## src/design/hotp_pkg.sv

```systemverilog
`default_nettype none
package hotp_pkg;

  localparam int unsigned KeyWords = 8;
  localparam int unsigned CfgIdxW  = 3;
  localparam int unsigned CodeW    = 20;

  localparam logic [31:0] IpadWord = 32'h3636_3636;
  localparam logic [31:0] OpadWord = 32'h5c5c_5c5c;
  localparam logic [31:0] PadWord  = 32'h8000_0000;
  localparam logic [31:0] LenInner = 32'd576;
  localparam logic [31:0] LenOuter = 32'd672;
  localparam logic [30:0] CodeMod  = 31'd1000000;

  // Reciprocal of the code modulus, scaled by two to the power RecipShift.
  // It gives the exact quotient for every 31-bit window value.
  localparam logic [31:0] RecipMul   = 32'd2251799814;
  localparam int unsigned RecipShift = 51;

  localparam logic [159:0] Sha1Init =
    160'h67452301_EFCDAB89_98BADCFE_10325476_C3D2E1F0;

  // Compression engine states.
  typedef enum logic [1:0] {
    CmpIdle,
    CmpRound,
    CmpAdd
  } cmp_state_e;

  // Top-level sequencer states.
  typedef enum logic [2:0] {
    SeqIdle,
    SeqBlock,
    SeqWait,
    SeqTrunc,
    SeqMod,
    SeqOut
  } seq_state_e;

  // Start request to the compression engine.
  typedef struct packed {
    logic         start;
    logic         reinit;
    logic [511:0] block;
  } cmp_req_t;

  // Status back from the compression engine.
  typedef struct packed {
    logic         done;
    logic [159:0] digest;
  } cmp_rsp_t;

endpackage
`default_nettype wire

```

## src/design/hotp_mod_unit.sv

```systemverilog
`default_nettype none
module hotp_mod_unit
  import hotp_pkg::*;
(
  input  wire logic        clk_i,
  input  wire logic        rst_ni,
  input  wire logic        start_i,
  input  wire logic [30:0] value_i,
  output logic             done_o,
  output logic [CodeW-1:0] rem_o
);

  // Reciprocal multiplication: the quotient comes from the top product bits,
  // then one multiply and subtract leaves the remainder.
  logic [30:0]      val_q;
  logic [62:0]      prod_q;
  logic             mul_q, sub_q, done_q;
  logic [CodeW-1:0] rem_q;
  logic [11:0]      quo;
  logic [30:0]      quo_mod;
  logic [30:0]      diff;

  always_comb begin
    quo     = 12'(prod_q >> RecipShift);
    quo_mod = 31'(quo) * CodeMod;
    diff    = val_q - quo_mod;
  end

  // Stage flags.
  always_ff @(posedge clk_i or negedge rst_ni) begin
    if (!rst_ni) begin
      mul_q  <= 1'b0;
      sub_q  <= 1'b0;
      done_q <= 1'b0;
    end else begin
      mul_q  <= start_i;
      sub_q  <= mul_q;
      done_q <= sub_q;
    end
  end

  // Data stages.
  always_ff @(posedge clk_i) begin
    if (start_i) val_q <= value_i;
    if (mul_q) prod_q <= {32'd0, val_q} * {31'd0, RecipMul};
    if (sub_q) rem_q <= diff[CodeW-1:0];
  end

  assign done_o = done_q;
  assign rem_o  = rem_q;

endmodule
`default_nettype wire

```

## config.mk

```make
export PLATFORM = sky130hd
export DESIGN_NAME = hotp_mod_unit
export DESIGN_NICKNAME = d
export VERILOG_FILES = /design/src/design/hotp_pkg.sv /design/src/design/hotp_mod_unit.sv
export SDC_FILE = /design/constraint.sdc
export NUM_CORES = 1
export LEC_CHECK = 0
export ABC_AREA = 1
export BUFFER_PORTS_ARGS = -buffer_cell sky130_fd_sc_hd__buf_2
export CAP_MARGIN = 0
export CORE_MARGIN = 10
export CORE_UTILIZATION = 40
export DETAILED_ROUTE_END_ITERATION = 10
export GPL_TIMING_DRIVEN = 1
export SLEW_MARGIN = 5
export SYNTH_ARGS = -nofsm -noshare
export SYNTH_HDL_FRONTEND = slang
export SYNTH_SLANG_ARGS = --single-unit
```

## constraint.sdc

```tcl
create_clock -name clk_i -period 8.7 [get_ports clk_i]
set_input_delay 1.305 -clock clk_i [delete_from_list [all_inputs] [get_ports clk_i]]
set_output_delay 1.305 -clock clk_i [all_outputs]
set_load 0.01 [all_outputs]
```

# ---- After elaboration in Yosys (flattened, before gate mapping)
# Cells that the tools add are included.
dict set report classes {
  n_addsub 1
  multipliers 2
}
# operator n
set ops {}
lappend ops {{multiplier 31 x 31 -> 62 bit, second input constant} 1}
lappend ops {{subtractor 20 bit} 1}
lappend ops {{multiplier 12 x 14 -> 14 bit, second input constant} 1}
dict set report word_totals {
  ff_bits 116
  inputBits 34
  out_inout_bits 21
  elab_cells 9
}

# ---- Logic depth before layout (Yosys ltp)
dict set report depth {
  word_depth 2
  depth_mapped 27
  depth_no_buf 27
}

# ---- Worst setup path before layout
# No wires, ideal clock.
dict set report synth_timing {
  path_kind {flip-flop to flip-flop}
  start {register val_q[19]}
  end {register prod_q[62] (data pin)}
  setup_ns 0.252
  arrival_time_ns 5.848
  required_time_ns 8.448
  path_slack_ns 2.600
  path_stages_with_launch 28
  n_path_buf 0
  synth_period_minus_slack_ns 6.100
  path_cell_list {edfxtp_1 -> inv_1 -> fa_1 -> inv_1 -> fa_1 -> inv_1 -> fa_1 -> fa_1 -> inv_1 -> fa_1 -> fa_1 -> fa_1 -> inv_1 -> fa_1 -> inv_1 -> ha_1 -> nand2_1 -> inv_1 -> nand2_1 -> nand2_1 -> nand2_1 -> nand2_1 -> nand2_1 -> nand2_1 -> a21oi_1 -> nand2_1 -> nand2_1 -> nand2_1}
}
dict set report synth_between {
  elab_chain_cells 1
}
# item line
set synth_lines {}
lappend synth_lines {{start: declaration} hotp_mod_unit.sv:15} ;# logic [30:0] val_q;
lappend synth_lines {{start signal: assignment} hotp_mod_unit.sv:44} ;# if (start_i) val_q <= value_i;
lappend synth_lines {{multiplier 31 x 31 -> 62 bit} hotp_mod_unit.sv:45} ;# if (mul_q) prod_q <= {32'd0, val_q} * {31'd0, RecipMul};
lappend synth_lines {{end signal: assignment} hotp_mod_unit.sv:45}
lappend synth_lines {{end: declaration} hotp_mod_unit.sv:16} ;# logic [62:0] prod_q;
# No other way between the ends.
# A chain may end at the register's enable or synchronous reset.

# ---- Worst setup path after layout
dict set report layout_timing {
  start {register val_q[16]}
  end {register prod_q[62] (data pin)}
}
# The elaborated chain is that of the path after synthesis.

==> impl_results.md <==
- Iter 0 DRT Violations: 961
- CP Cell Sequence: inv_1 > fa_1 > fa_1 > fa_1 > fa_1 > inv_1 > fa_1 > fa_1 > fa_1 > inv_1 > fa_1 > inv_1 > ha_1 > nand2_1 > nand2_1 > nand2_1 > nand2_1 > a21oi_1 > nand3_1 > nand2_1 > nand2_1 > nand2_1 > nand2_1
- Peak Freq: 134 MHz
- Area Overhead vs Synth: 7.12%
- Synth unique cells: 35
- Outcome: finished clean
- Initial antenna violation count: 1
- Post-synth net total: 3209
- Synth Warn #: 0
- Pre-antenna DRT Iters: 7
- Drt wl/cell: 19.5 um
- Crit share post-route: 85.5%
- Final Max Tran Viols: 0
- Total GRT Usage: 20.5%
- Buffers on Ports: 54
- Core footprint: 51600 um2
- IO Pins: 55
- ANT cells: 0
- Delay-heaviest family, CP: adder cells
- Initial Utilization: 40.6%
- Post-synthesis sequential area ratio: 9.38%
- CP max FO: 9
- Cell Area, Synth: 21000 um2
- WP data required: 8.84 ns
- Post-CTS setup buffers: 0
- CP max stage delay: 0.94 ns
- GRT Residual Overflow: 0
- CTS Buf Count: 9
- Dominant cells by area after synthesis: fa_1 35%, ha_1 24%, inv_1 13%, edfxtp_1 9.0%, nand2_1 8.6%
- Die width: 249 um
- H-tree lvl count: 3
- Nets@finish: 3281
- DRC: 0
- Fin crit period: 7.44 ns
- Die area: 62000 um2
- Setup repair after global routing missed its margin: false
- Resized Gates After CTS: 0
- Vias: 15300
- CTS Hold Buffers Added: 0
- First-pass GRT wire length: 97.5 mm
- Syn Area/Cell: 8.73 um2
- CP Capture Type: flop
- Fin Setup TNS: 0 ns
- Buf/Inv on CP: 4
- TritonCTS clock tree: built
- Synth Instances: 2400
- Dpl hpwl: 54.8 mm
- Final Hold Vio Count: 0
- Hold crit path type: input port to async pin
- Die span in y: 249 um
- Routed Antenna Nets: 0
- Synth top area share: 35.1%
- Largest net degree at the start of global routing: 33
- Worst-path clk slew: 0.06 ns
- Drt via density: 4.84
- Final setup fails: 0
- Critical path class: flop to flop
- Startpoint Class: flop
- Layout cell share with drive strength beyond 1: 5.49%
- Least-Margin Pin Slew: 1.11 ns
- Max Cap Viol: 0
- Dominant cell type by area after synthesis: fa_1
- CP max stage cell: edfxtp_1
- Gpl congestion: 0.979
- Clock Skew: 0.0192 ns
- Worst-case clock buffer depth: 2
- Post-Route WL: 61.5 mm
- Relative slew slack: 26.1%
- CTS sink count: 66
- Std cell rows: 83
- Arr. time, crit path: 7.58 ns
- Number of global-route vias before repair: 16500
- Skew-Pair Late Insertion Delay: 0.39 ns
- Post-synthesis register bit count: 66
- Clk root buf: clkbuf_16
-- cell usage in the layout (no fill, tap or decap), types with 9 or more instances in the layout --
cell type	instances
clkbuf_16	9
nand2_1	482
inv_1	720
nor3_1	11
edfxtp_1	63
o21ai_0	12
inv_2	11
fa_1	368
nand4_1	12
nor2_2	17
nand3_1	57
nor2_1	79
xor2_1	34
a21oi_1	50
ha_1	407
buf_2	54
nand2_2	15
xnor2_1	15
-- flip-flops by register name, indices dropped and copies added (netlist names) --
register  count
sub_q         1
prod_q       12
rem_o        20
val_q        31
mul_q         1
done_o        1
-- cell usage after synthesis --
cell and count:
ha_1 407, nor3_1 11, nand2_1 482, and2_1 1, o21ai_0 12, edfxtp_1 63, a21oi_1 50, nand2_2 15
nor2_1 79, dfrtp_1 3, o2111ai_1 1, nor3_2 5, inv_1 720, a31oi_1 2, xnor2_1 15, nor2_2 17
o21ai_2 2, and3_1 3, or2_2 5, inv_2 11, o22ai_1 2, nand3_1 57, o21ai_1 3, o21bai_1 1
nand2b_1 2, xor2_1 34, o21a_1 1, nand3b_1 4, fa_1 368, nand4_1 12, clkinv_2 1, nor2_4 2
nand3_2 1, nand4_2 1, a21o_1 7
-- final cells by class --
cell class / instances / area (um2)
inverters: 732 / 2750
repair buffers: 61 / 323
clock inverters: 6 / 90.1
fillers: 5128 / 29200
clock buffers: 10 / 229
flip-flops and latches: 66 / 1970
well taps: 680 / 851
multi-input cells: 1602 / 16200
-- kinds of logic (layout without fill, tap and decap cells) --
logic type,count (synthesis),count (layout),share of synthesized area (%)
adder cells (fa/ha/maj),775,775,59.4
buffers and inverters,732,809,13.1
AND/OR/NAND/NOR,697,697,13.9
AO/OA/AOI/OAI,81,81,2.12
flip-flops,66,66,9.38
XOR/XNOR,49,49,2.05
-- stage by stage --
step	hold slack (ns)	worst slack (ns)	cell area [um2]	cells	utilization, %
finish	0.704	1.26	22500	3157	43.5
global route	0.695	1.09	22500	3157	43.5
CTS	0.689	1.38	22500	3157	43.5
detailed placement	0.742	1.42	22100	3141	42.9
global placement	0.764	1.38	22100	3141	42.9
floorplan	0.609	2.60	21000	2400	-
-- final timing paths --
kind                                startpoint                   end  slack [ns]  cells past startpoint
setup reg to reg           val_q[16]$_DFFE_PP_  prod_q[62]$_DFFE_PP_        1.26                     23
setup / recovery           val_q[16]$_DFFE_PP_  prod_q[62]$_DFFE_PP_        1.26                     23
min in group clk_i          val_q[0]$_DFFE_PP_    rem_o[0]$_DFFE_PP_        0.77                      1
max in group asynchronous               rst_ni       mul_q$_DFF_PN0_        7.89                      1
hold / removal                          rst_ni      done_o$_DFF_PN0_        0.70                      1
hold reg to reg             val_q[0]$_DFFE_PP_    rem_o[0]$_DFFE_PP_        0.77                      1
-- metal layers --
layer	share of wire, %	global-route usage (%)
met4	2.4	5.00
met2	45	32.2
met5	0	0
met1	48	29.1
met3	4.8	3.07
Power is not shown: default switching activity piles up to over one toggle a cycle in this logic, so the estimate is an artifact.
